$ cat src/rtl/core/c2p_pkg.sv
// Shared types, fixed-point constants and the arctangent table for the polar converter.
`timescale 1ns / 1ps

package c2p_pkg;

    // Fixed-point formats
    localparam int FRAC_BITS  = 16;              // fraction bits of the coordinate path
    localparam int MID_W      = 17;              // pre-rotated coordinate, holds +32768
    localparam int ZW         = 34;              // angle accumulator, pi = 2^31
    localparam int ATAN_W     = 30;
    localparam int GAIN_W     = 30;
    localparam int MAX_ITER   = 24;
    localparam int PROD_W     = 64;
    localparam int MAG_SHIFT  = FRAC_BITS + 30;  // drops fraction and gain scale

    localparam logic [GAIN_W-1:0] INV_GAIN = 30'd652032874;
    localparam logic signed [ZW-1:0] Z_HALF = ZW'(1 << 30);   // pi/2

    // Input item
    typedef struct packed {
        logic signed [15:0] x_in;
        logic signed [15:0] y_in;
    } point_t;

    // Result item
    typedef struct packed {
        logic [15:0]        magnitude;
        logic signed [15:0] angle;
    } polar_t;

    // Quarter-turn pre-rotation applied by the front end
    typedef enum logic [1:0] {
        ROT_NONE,
        ROT_POS,
        ROT_NEG
    } prerot_t;

    // Classified item passed from front to back
    typedef struct packed {
        logic signed [MID_W-1:0] x;
        logic signed [MID_W-1:0] y;
        prerot_t                 rot;
        logic                    origin;
    } cls_t;

    // round(atan(2^-i) * 2^31 / pi)
    function automatic logic [ATAN_W-1:0] atan_entry(input logic [4:0] idx);
        logic [ATAN_W-1:0] v;
        case (idx)
            5'd0:    v = 30'd536870912;
            5'd1:    v = 30'd316933406;
            5'd2:    v = 30'd167458907;
            5'd3:    v = 30'd85004756;
            5'd4:    v = 30'd42667331;
            5'd5:    v = 30'd21354465;
            5'd6:    v = 30'd10679838;
            5'd7:    v = 30'd5340245;
            5'd8:    v = 30'd2670163;
            5'd9:    v = 30'd1335087;
            5'd10:   v = 30'd667544;
            5'd11:   v = 30'd333772;
            5'd12:   v = 30'd166886;
            5'd13:   v = 30'd83443;
            5'd14:   v = 30'd41722;
            5'd15:   v = 30'd20861;
            5'd16:   v = 30'd10430;
            5'd17:   v = 30'd5215;
            5'd18:   v = 30'd2608;
            5'd19:   v = 30'd1304;
            5'd20:   v = 30'd652;
            5'd21:   v = 30'd326;
            5'd22:   v = 30'd163;
            5'd23:   v = 30'd81;
            default: v = '0;
        endcase
        return v;
    endfunction

    // Number of micro-rotations actually built
    function automatic int iter_count(input int iterations);
        return (iterations < MAX_ITER) ? iterations : MAX_ITER;
    endfunction

    // Span from launch into the back end to result write, used to size the result queue
    function automatic int pipe_latency(input int iterations);
        return iter_count(iterations) + 3;
    endfunction

endpackage

$ cat src/rtl/core/c2p_front.sv
// Front end: sign extension, origin detect and quarter-turn pre-rotation.
`timescale 1ns / 1ps

module c2p_front #(
    parameter int COORD_WIDTH = 16
) (
    input  c2p_pkg::point_t point,
    output c2p_pkg::cls_t   cls
);

    localparam int EFF_W = (COORD_WIDTH > 16) ? 16 : COORD_WIDTH;
    localparam int MW    = c2p_pkg::MID_W;

    logic signed [MW-1:0] xs, ys;

    // Only the low EFF_W bits count
    assign xs = MW'(signed'(point.x_in[EFF_W-1:0]));
    assign ys = MW'(signed'(point.y_in[EFF_W-1:0]));

    // Move left half-plane points into the right half-plane
    always_comb
    begin
        cls.origin = (xs == '0) && (ys == '0);
        cls.x      = xs;
        cls.y      = ys;
        cls.rot    = c2p_pkg::ROT_NONE;
        if (xs[MW-1])
        begin
            if (!ys[MW-1])
            begin
                cls.x   = ys;
                cls.y   = -xs;
                cls.rot = c2p_pkg::ROT_POS;
            end
            else
            begin
                cls.x   = -ys;
                cls.y   = xs;
                cls.rot = c2p_pkg::ROT_NEG;
            end
        end
    end

endmodule

$ cat config.mk
export PLATFORM = sky130hd
export DESIGN_NAME = c2p_front
export DESIGN_NICKNAME = d
export VERILOG_FILES = /design/src/rtl/core/c2p_pkg.sv /design/src/rtl/core/c2p_front.sv
export SDC_FILE = /design/constraint.sdc
export NUM_CORES = 1
export LEC_CHECK = 0
export BUFFER_PORTS_ARGS = -buffer_cell sky130_fd_sc_hd__clkbuf_2
export CORE_MARGIN = 4
export CORE_UTILIZATION = 41
export DETAILED_ROUTE_END_ITERATION = 8
export GPL_TIMING_DRIVEN = 0
export PLACE_DENSITY_LB_ADDON = 0.12
export SETUP_SLACK_MARGIN = 0.05
export SKIP_LAST_GASP = 1
export SLEW_MARGIN = 10
export SYNTH_ARGS = -nofsm -noshare
export SYNTH_HDL_FRONTEND = slang
export SYNTH_SLANG_ARGS = --single-unit
$ cat constraint.sdc
create_clock -name vclk -period 1.3
set_input_delay 0.13 -clock vclk [all_inputs]
set_output_delay 0.13 -clock vclk [all_outputs]
set_load 0.02 [all_outputs]
=== Word-level counts from Yosys, hierarchy flattened ===
Cells that the tools add are included.

* Output and inout port bits: 37
* Bits of input ports: 32
* Register bits after elaboration: 0

* Add/subtract/negate cells: 2
* Muxes and demuxes: 2
* Reductions and logical operators: 3

{| class="wikitable"
|+ Operators with widths
! kind !! count
|-
| two-way mux 36 bit || 2
|-
| zero test 17 bit || 2
|-
| negation 16 -> 17 bit || 2
|-
| logical AND 1 bit || 1
|}

=== Longest topological paths before layout ===
* Depth in word-level cells: 3
* Depth in mapped cells: 8
* Depth with buffers taken out: 8

=== Least setup slack after synthesis ===
No wires, ideal clock.

* Path type: input-to-output
* From: input point[0] (netlist name)
* To: output cls[30] (netlist name)
* Buffers on the path: 0
* Stages on the path: 5
* Required time: 1170 ps
* Path slack: -436 ps
* Data arrival time: 1606 ps
* Cells stage by stage: inv_1 -> ha_1 -> nor2b_1 -> nand3_4 -> o311ai_0

{| class="wikitable"
|+ RTL lines
! element !! RTL line !! source
|-
| from (decl) || c2p_front.sv:7 || <nowiki>input c2p_pkg::point_t point,</nowiki>
|-
| to (decl) || c2p_front.sv:8 || <nowiki>output c2p_pkg::cls_t cls</nowiki>
|}

==> metrics.md <==
| Metric | Value |
|---|---|
| Leading area contributor after synthesis | nor2_1 |
| Worst EP arrival | 1.56 ns |
| Post-route DRC | 1 |
| Yosys Warn Count | 0 |
| Max FO, Critical Path | 5 |
| Number of diodes | 0 |
| Grt ovf | 0 |
| Sequential area share after synthesis | 0% |
| Worst Path Required | between 1 and 1.5 ns |
| Average wire per standard cell | between 20 and 25 um |
| Initial detailed-routing violation count | around 300 |
| Worst slack, placed | -0.585 ns |
| Maximum operating frequency | ~590 MHz |
| Critical Path Start Type | primary input |
| Share of cells above drive strength 1 | between 60% and 70% |
| Setup TNS Final | -6.40 ns |
| Core Util, Final | 95.6% |
| Synth area leaders | nor2_1, a21oi_1, xnor2_1 |
| CTS Hold Bufs | 0 |
| Core box area | 2500 sq um |
| Mapped cell area | about 1100 sq um |
| CP Capture Type | output pin |
| Die W | 59.4 um |
| DRT Pass-1 Iters | 8 |
| P&R area growth vs syn | 121% |
| Placed Cells | between 200 and 300 |
| Most frequent cells in the layout | clkbuf_2, nor2_1, buf_4, a21oi_2, clkbuf_8 |
| Clock buffers | 0 |
| Height of the die | approximately 60 um |
| Fillers | 57 |
| Fin cells | 294 |
| Hold_sp | point[16] |
| Initial antenna violation count | 0 |
| FF+latch count | 0 |
| Peak VDD IR | 442 uV |
| Number of global-route vias before repair | about 1700 |
| Class of the worst hold path | primary input to output pin |
| Multi-input gate area | ~1400 sq um |
| Syn avg cell area | approximately 6 sq um |
| Final Hold Viols | 0 |
| Yosys top cell area share | about an eighth |
| Netlist cell types | 44 |
| Overall routing resource usage | between 20% and 30% |
| Worst setup margin | -0.391 ns |
| Post-synth net total | roughly 220 |
| Crit Path Category | primary input to output pin |
| ANT nets after route | 0 |
| PortBufs | between 60 and 70 |
| DIE AREA | around 3500 sq um |
| First-pass GRT wire length | roughly 7.6 mm |
| Synthesized instance count | between 150 and 200 |
| HPWL Detailed | about 2.9 mm |
| RSZ-0062 raised after global routing | yes |
| CP startpoint | point[3] |
| Largest net degree at the start of global routing | 11 |
| Routed WL | 7.25 mm |
| GPL Wtd Cong | 0.808 |
| Via count | 2032 |
| # setup viols final | 26 |
| I/O Pins | about 70 |
| Minimum clock period | 1.69 ns |
| Status | complete, but fails checks |
| Tcrit/Tclk final | 130% |
| Final Max Tran Viols | 0 |
| Register area | 0 sq um |
| Vias/cell | about 7 |
| Number of max-cap violations | 0 |
| P per Cell Area | 436 nW/um^2 |
| Row count | 18 |
| Leakage power | 0.00104 uW |
| Final nets | 301 |
| Starting density of the core | between 40 and 50% |
| Failing checks | DRC, setup timing |
## critical path: stages
cell       delay (ns)
buf_12           0.11
nor4_4           0.39
buf_4            0.23
and3_4           0.23
nand4_1          0.16
o2111ai_2        0.13
clkbuf_8         0.18
## cells by family after synthesis
group / Yosys count / synth area share [%]
buffers and inverters: 24 / 8.89
XOR/XNOR: 19 / 15.4
AND/OR/NAND/NOR: 80 / 39.5
adder cells (fa/ha/maj): 3 / 3.46
AO/OA/AOI/OAI: 51 / 29.7
multiplexers: 3 / 2.77
other: 1 / 0.346
## synth_stat cells, types with 2 or more instances
master / instances
inv_1: 12
buf_2: 2
a41oi_1: 3
a22oi_1: 2
nor4_4: 2
nand3_1: 4
nand4_1: 3
xor2_1: 5
or3_1: 3
nor3_1: 7
nand2_1: 12
o21ai_0: 4
nor2b_1: 3
o311ai_0: 2
clkbuf_1: 5
and3_1: 2
a31oi_1: 5
mux2i_1: 3
buf_1: 3
ha_1: 3
xnor2_1: 14
nand2b_1: 2
nor4_1: 2
nor2_1: 34
a21oi_1: 25
## through the flow
| step | total power (uW) | area (sq um) | hold WS [ns] |
|---|---|---|---|
| 6_report | 1040 | 2390 | 0.620 |
| 5_1_grt | 1080 | 2390 | 0.635 |
| 4_1_cts | 857 | 2130 | 0.628 |
| 3_5_place_dp | 671 | 1590 | 0.635 |
| 3_3_place_gp | 666 | 1590 | 0.635 |
| 2_1_floorplan | 436 | 1230 | 0.383 |
## area by class of cell
class / count / area share (%)
Tap cell: 30 / 1.57
Inverter: 13 / 2.46
Timing Repair Buffer: 83 / 32.9
Multi-Input combinational cell: 157 / 58.2
Buffer: 11 / 4.87
## power breakdown
| part | switching [uW] | internal [uW] |
|---|---|---|
| Clock | 0 | 0 |
| Combinational | 582 | 460 |
| Sequential | 0 | 0 |
## worst paths after layout
path                   to  cells after the start
hold / removal    cls[20]                      4
setup / recovery  cls[31]                      7
## what timing repair did
item | CTS | global route
gates resized for setup | 100 | 67
gates cloned | 0 | 0
setup buffers | 11 | 6
pin swaps | 34 | 26
setup endpoints to repair | 35 | 34
## metal layers
metal / GRT usage [%] / up-vias / part of all wire, %
met5: 0 / - / 0
met4: 5.18 / 0 / 7.4
met3: 1.31 / 72 / 11
met2: 48.7 / 216 / 47
met1: 35.5 / 931 / 35
li1: - / 813 / -
Power figures use the tool's default switching activity.
