===== config.mk =====
export PLATFORM = sky130hd
export DESIGN_NAME = c2p_fifo
export DESIGN_NICKNAME = d
export VERILOG_FILES = /design/src/rtl/core/c2p_fifo.sv
export SDC_FILE = /design/constraint.sdc
export NUM_CORES = 1
export LEC_CHECK = 0
export CAP_MARGIN = 20
export CORE_MARGIN = 8
export CORE_UTILIZATION = 56
export DETAILED_ROUTE_END_ITERATION = 8
export DONT_BUFFER_PORTS = 1
export PLACE_DENSITY_LB_ADDON = 0.12
export SKIP_LAST_GASP = 1
export SLEW_MARGIN = 10
export SYNTH_ARGS = -nofsm -noshare
export SYNTH_HDL_FRONTEND = slang
export SYNTH_SLANG_ARGS = --single-unit

===== constraint.sdc =====
create_clock -name clk -period 2.5 [get_ports clk]
set_clock_uncertainty 0.2 [all_clocks]
set_input_delay 0.125 -clock clk [delete_from_list [all_inputs] [get_ports clk]]
set_output_delay 0.125 -clock clk [all_outputs]
set_load 0.01 [all_outputs]

===== src/rtl/core/c2p_fifo.sv =====
// Small register-based queue with full, empty and free-slot count.
`timescale 1ns / 1ps

module c2p_fifo #(
    parameter int WIDTH = 32,
    parameter int DEPTH = 4,
    localparam int PTR_W  = (DEPTH > 1) ? $clog2(DEPTH) : 1,
    localparam int FREE_W = $clog2(DEPTH + 1)
) (
    input  logic              clk,
    input  logic              rst_n,
    input  logic              wr_en,
    input  logic [WIDTH-1:0]  wr_data,
    input  logic              rd_en,
    output logic [WIDTH-1:0]  rd_data,
    output logic              full,
    output logic              empty,
    output logic [FREE_W-1:0] free
);

    logic [WIDTH-1:0]  mem_reg [0:DEPTH-1];
    logic [PTR_W-1:0]  wr_ptr_reg, wr_ptr_next;
    logic [PTR_W-1:0]  rd_ptr_reg, rd_ptr_next;
    logic [FREE_W-1:0] count_reg, count_next;
    logic              do_wr, do_rd;

    assign full    = (count_reg == FREE_W'(DEPTH));
    assign empty   = (count_reg == '0);
    assign free    = FREE_W'(DEPTH) - count_reg;
    assign rd_data = mem_reg[rd_ptr_reg];
    assign do_wr   = wr_en && !full;
    assign do_rd   = rd_en && !empty;

    // Pointer and level update
    always_comb
    begin
        wr_ptr_next = wr_ptr_reg;
        rd_ptr_next = rd_ptr_reg;
        count_next  = count_reg;
        if (do_wr)
        begin
            wr_ptr_next = (wr_ptr_reg == PTR_W'(DEPTH - 1)) ? '0 : wr_ptr_reg + 1'b1;
        end
        if (do_rd)
        begin
            rd_ptr_next = (rd_ptr_reg == PTR_W'(DEPTH - 1)) ? '0 : rd_ptr_reg + 1'b1;
        end
        case ({do_wr, do_rd})
            2'b10:   count_next = count_reg + 1'b1;
            2'b01:   count_next = count_reg - 1'b1;
            default: count_next = count_reg;
        endcase
    end

    always_ff @(posedge clk or negedge rst_n)
    begin
        if (!rst_n)
        begin
            wr_ptr_reg <= '0;
            rd_ptr_reg <= '0;
            count_reg  <= '0;
        end
        else
        begin
            wr_ptr_reg <= wr_ptr_next;
            rd_ptr_reg <= rd_ptr_next;
            count_reg  <= count_next;
        end
    end

    // Storage, no reset
    always_ff @(posedge clk)
    begin
        if (do_wr)
        begin
            mem_reg[wr_ptr_reg] <= wr_data;
        end
    end

endmodule


### Word level (Yosys, flattened, before mapping)

Memory sizes are Yosys's and may differ from the RTL's.
Index checks and enable logic that the tools add are counted.
W data, S select, Z words.

* word-level logic and storage cells: 25
* RAM bits: 128
* input port bits: 36
* memories: 1
* register bits after elaboration: 7

* muxes and demuxes: 5
* reductions and logical operators: 6
* eq/ne operators: 5
* add/subtract/negate cells: 5

Memories
* mem_reg: depth 4, bits a word 32, read ports 1, clocked after memory_dff 0, write ports 1, line 21 `logic [WIDTH-1:0] mem_reg [0:DEPTH-1];`

Operators by type and width (count)
* $eq A2 B2 Y1 const B: 3
* $pmux W3 S2: 1
* $add A2 B1 Y2 const B: 2
* $mux W2: 2
* $add A3 B1 Y3 const B: 1
* $eq A3 B3 Y1 const B: 1
* $logic_not A3 Y1: 1
* $sub A3 B1 Y3 const B: 1
* $sub A3 B3 Y3 const A: 1
* $eq A2 B1 Y1 const B: 1
* $logic_and A1 B1 Y1: 2
* $logic_not A1 Y1: 2
* $mux W1: 2
* $reduce_bool A2 Y1: 1

### Logic depth before layout (Yosys ltp)

* depth after elaboration: 5
* gate-level depth with buffers: 12
* gate-level depth less buffers: 11

### Worst setup path before layout

OpenSTA, ideal clock, no wires.

* path type: reg-to-reg
* start point: register count_reg[0]
* end point: memory mem_reg[0][0], enable pin
* library setup time: 392 ps
* clock period less this slack: 2620 ps
* path slack: -120 ps
* data required time: 1908 ps
* stages on the path, launching flop included: 7
* arrival time: 2028 ps
* path through: dfrtp_1 > inv_1 > ha_1 > ha_1 > nor2b_1 > clkbuf_1 > and2_1

* word-level cells in the longest chain between the ends: 5

Ends and longest elaborated chain
* from (decl): line 24 `logic [FREE_W-1:0] count_reg, count_next;`
* from (signal assigned): line 67 `count_reg <= count_next;`
* $eq A3 B3 Y1: line 27 `assign full = (count_reg == FREE_W'(DEPTH));`
* via full: line 16 `output logic full,`
* $logic_not A1 Y1: line 31 `assign do_wr = wr_en && !full;`
* $logic_and A1 B1 Y1: line 31
* $mux W1: line 74 `if (do_wr)`
* $mux W1 (not written as such): line 76 `mem_reg[wr_ptr_reg] <= wr_data;`
* to (decl): line 21

The timed path passes the listed nets, and every way through them passes these cells.

### Worst setup path after layout

* start point: register count_reg[1]
* end point: register count_reg[2]

* word-level cells in the longest chain between the ends: 5
* elaborated cells on any way between the ends: 12
* classes of those cells: add/sub: 2; eq/ne: 3; mux: 1; reduce/logical: 6

Ends and longest elaborated chain
* $eq A3 B3 Y1 *: line 27
* via full: line 16
* $logic_not A1 Y1 *: line 31
* $logic_and A1 B1 Y1 *: line 31
* $eq A2 B1 Y1 or $eq A2 B2 Y1 (tied branches): line 48 `case ({do_wr, do_rd})`
* $pmux W3 S2 or $reduce_bool A2 Y1 (tied branches)

Mark *: on every way through the listed nets, which the timed path passes. The rest lies on a longest branch.
A chain may end at the register's enable or synchronous reset.

==> metrics.log <==
[metrics] peak supply drop: 826.6 µV
[metrics] outcome: complete, no violations
[metrics] delay of the slowest cell on the worst path: 0.38 ns
[metrics] placed cells: 332
[metrics] relative max-transition margin: 0.7705
[metrics] top cell type's share of synthesized area: 0.7474
[metrics] sequential share of the synthesized area: 0.7815
[metrics] final-report max-slew violation count: 0
[metrics] TritonCTS sink count: 135
[metrics] mux share of post-synthesis cell area: 0.1474
[metrics] flip-flop and latch count after synthesis: 135
[metrics] per-cell routed wire length: 21.73 µm
[metrics] area fraction in and, or, nand and nor cells after synthesis: 0.01168
[metrics] family with the most delay on the worst path: adder cells
[metrics] fraction of the core area covered by cells at the end of the flow: 0.7031
[metrics] count of placed standard cells in the final layout, fillers left out: 399
[metrics] Tightest Pin Transition: 0.3431 ns
[metrics] Inserted Clock Buffers: 17
[metrics] starting DRC count in detailed routing: 105
[metrics] cell taking the most area after synthesis: edfxtp_1
[metrics] number of flip-flops in the largest register: 128
[metrics] top fanout value on the critical path: 2
[metrics] most used cells in the layout excluding fill and tap cells: 128 x edfxtp_1, 36 x dlygate4sd3_1, 28 x mux4_2
[metrics] floorplan die area: 12500 µm²
[metrics] Clock Tree Buf Depth: 2
[metrics] total via count after detailed routing: 2260
[metrics] net count after synthesis: 261
[metrics] worst-case hold slack: 0.1148 ns
[metrics] First-pass DRT Iterations: 4
[metrics] CTS tree: done
[metrics] area of the core: 9065 µm²
[metrics] final design area excluding fillers: 6374 µm²
[metrics] logic depth of the worst setup path including buffers: 11
[metrics] vertical die dimension: 111.8 µm
[metrics] final count of negative-setup-slack endpoints: 0
[metrics] biggest area contributors in the synthesized netlist: edfxtp_1 75%, mux4_2 12%, dfrtp_1 3.4%
[metrics] Detail Placement HPWL: 5.552 mm
[metrics] CP arrival: 2.54 ns
[metrics] number of input and output port buffers inserted: 0
[metrics] total number of H-tree levels: 4
[metrics] CP max-delay cell: dfrtp_1
[metrics] layout net count: 322
[metrics] largest net degree at the start of global routing: 22
[metrics] Final min period: 2.312 ns
[metrics] Root Driver: clkbuf_8
[metrics] number of vias per cell after detailed routing: 5.664
[metrics] clock-pin slew on the worst setup and hold paths: 0.06 ns
[metrics] class of the most critical setup path: flop to flop
[metrics] adder-cell area share of the yosys netlist: 0.02579
[metrics] Avg Inst Size Synth: 23.92 µm²
[metrics] launching element type of the critical path: flop
[metrics] cell breakdown of the critical path: inv_1 -> ha_1 -> ha_1 -> nor2b_1 -> inv_1 -> ha_1 -> inv_1 -> fa_1 -> xor2_1 -> nor2_1 -> xnor2_1
[metrics] required time worst endpoint: 2.73 ns
[metrics] Die X: 111.8 µm
[metrics] number of top-level pins: 73
[metrics] antenna cell count: 0
[metrics] Post-Synthesis Cells: 215
[metrics] ratio of total power to cell area: 1195 nW/µm²
[metrics] CP Buf/Inv Count: 3
[metrics] effective utilization at floorplan: 0.5673
[metrics] total of max-cap violations: 0
[metrics] achievable frequency: 432.6 MHz
[metrics] via count of the first global-routing pass: 2490
[metrics] DRC violation count after routing: 0
[metrics] area overhead of the layout relative to synthesis: 23.94%
[metrics] worst min path class: input port to flop
[metrics] Detail Route Antenna Nets: 0
[metrics] site row count: 35
[metrics] total placed instance area: 5419 µm²
[metrics] dominant combinational cell family by area after synthesis: multiplexers
[metrics] number of antenna violations at the first check in global routing: 0
[metrics] share of the clock period used by the worst path after layout: 0.9246
[metrics] unique cell type count in the Yosys netlist: 20
[metrics] fill cell count: 528
[metrics] CP Capture Type: flop
[metrics] final RePlAce weighted congestion: 0.6738
[metrics] commonest non-fill, non-tap cell in the layout: edfxtp_1
[metrics] first-pass GRT wire length: 13.65 mm
[metrics] global route overflow: 0
[metrics] total routing usage reported by global routing: 0.1495
[metrics] netlist area before placement: 5142 µm²
[metrics] Worst-Skew Late Latency: 0.51 ns
[metrics] number of endpoints with negative hold slack in the final report: 0
[metrics] cell depth of the worst flop-to-flop path: 11
[metrics] parity-gate share of the synthesized area counting xor and xnor cells: 0.005109
[metrics] setup tns final: 0 ns
[metrics] RSZ-0062 raised after global routing: false
[metrics] hold path depth: 1
[metrics] static leakage: 2.176 nW
[metrics] number of warnings issued by yosys: 0
[metrics] share of final-layout standard cells stronger than drive strength 1: 0.2813
[metrics] total wire length after detailed routing: 8.672 mm
[metrics] post-synthesis compound-gate area fraction: 0.002920
[worst paths after layout]
| path | from | to | slack [ns] |
|---|---|---|---|
| hold reg to reg | count_reg[1]$_DFFE_PN0P_ | count_reg[1]$_DFFE_PN0P_ | 0.31 |
| min in group asynchronous | rst_n | rd_ptr_reg[0]$_DFFE_PN0P_ | 0.30 |
| setup reg to reg | count_reg[1]$_DFFE_PN0P_ | count_reg[2]$_DFFE_PN0P_ | 0.19 |
| hold / removal | wr_data[11] | mem_reg[3][11]$_DFFE_PP_ | 0.11 |
| max in group asynchronous | rst_n | rd_ptr_reg[0]$_DFFE_PN0P_ | 1.52 |
| setup / recovery | count_reg[1]$_DFFE_PN0P_ | count_reg[2]$_DFFE_PN0P_ | 0.19 |
[synth_stat cells (all sizes together)]
| master | number |
|---|---|
| edfxtp | 128 |
| buf | 8 |
| nand2 | 3 |
| and2 | 4 |
| fa | 1 |
| clkbuf | 2 |
| inv | 8 |
| xnor2 | 2 |
| mux2 | 2 |
| o21ai | 3 |
| xor2 | 1 |
| nor2b | 2 |
| ha | 9 |
| dfrtp | 7 |
| mux4 | 32 |
| nor2 | 3 |
[routing by layer]
metal / global-route usage / wire length, µm / up-vias
li1: - / - / 1016
met1: 0.1684 / 3468 / 1169
met2: 0.2500 / 4552 / 63
met3: 0.05682 / 517 / 12
met4: 0.06381 / 134 / 0
met5: 0 / 0 / -
[power breakdown]
| group | internal (mW) | switching (mW) |
|---|---|---|
| Sequential | 2.98 | 0.174 |
| Combinational | 0.948 | 1.08 |
| Clock | 1.53 | 0.906 |
| Total | 5.46 | 2.16 |
[metrics by stage]
step / power [mW] / setup slack, ns
floorplan: 4.687 / 0.1581
global placement: 5.107 / 0.3029
detailed placement: 5.213 / 0.1666
CTS: 7.720 / 0.03900
global route: 7.971 / 0.02403
finish: 7.616 / 0.1884
[kinds of logic (layout without fill, tap and decap cells)]
family                     after synthesis  after routing
adders and majority gates               10             10
AOI/OAI and AO/OA                        3              3
buffers and inverters                   18             91
xor gates and xnor gates                 3              3
DFF                                    135            135
muxes                                   34             34
and+or+nand+nor                         12             12
[final cells by class]
class,count,area [µm²],share of cell area
Inverter,8,30.03,0.004711
Sequential cell,135,4023,0.6311
Clock inverter,13,173.9,0.02729
Multi-Input combinational cell,62,997.2,0.1565
Tap cell,111,138.9,0.02179
Clock buffer,18,417.9,0.06557
Timing Repair Buffer,52,593.1,0.09305
[timing repair]
action                                  CTS  global route
endpoints found under the hold margin   141             0
hold buffers                             36             0
endpoints found under the setup margin    0            13
setup buffers                             0             0
resized for setup                         0             1
Power figures use the tool's default switching activity.
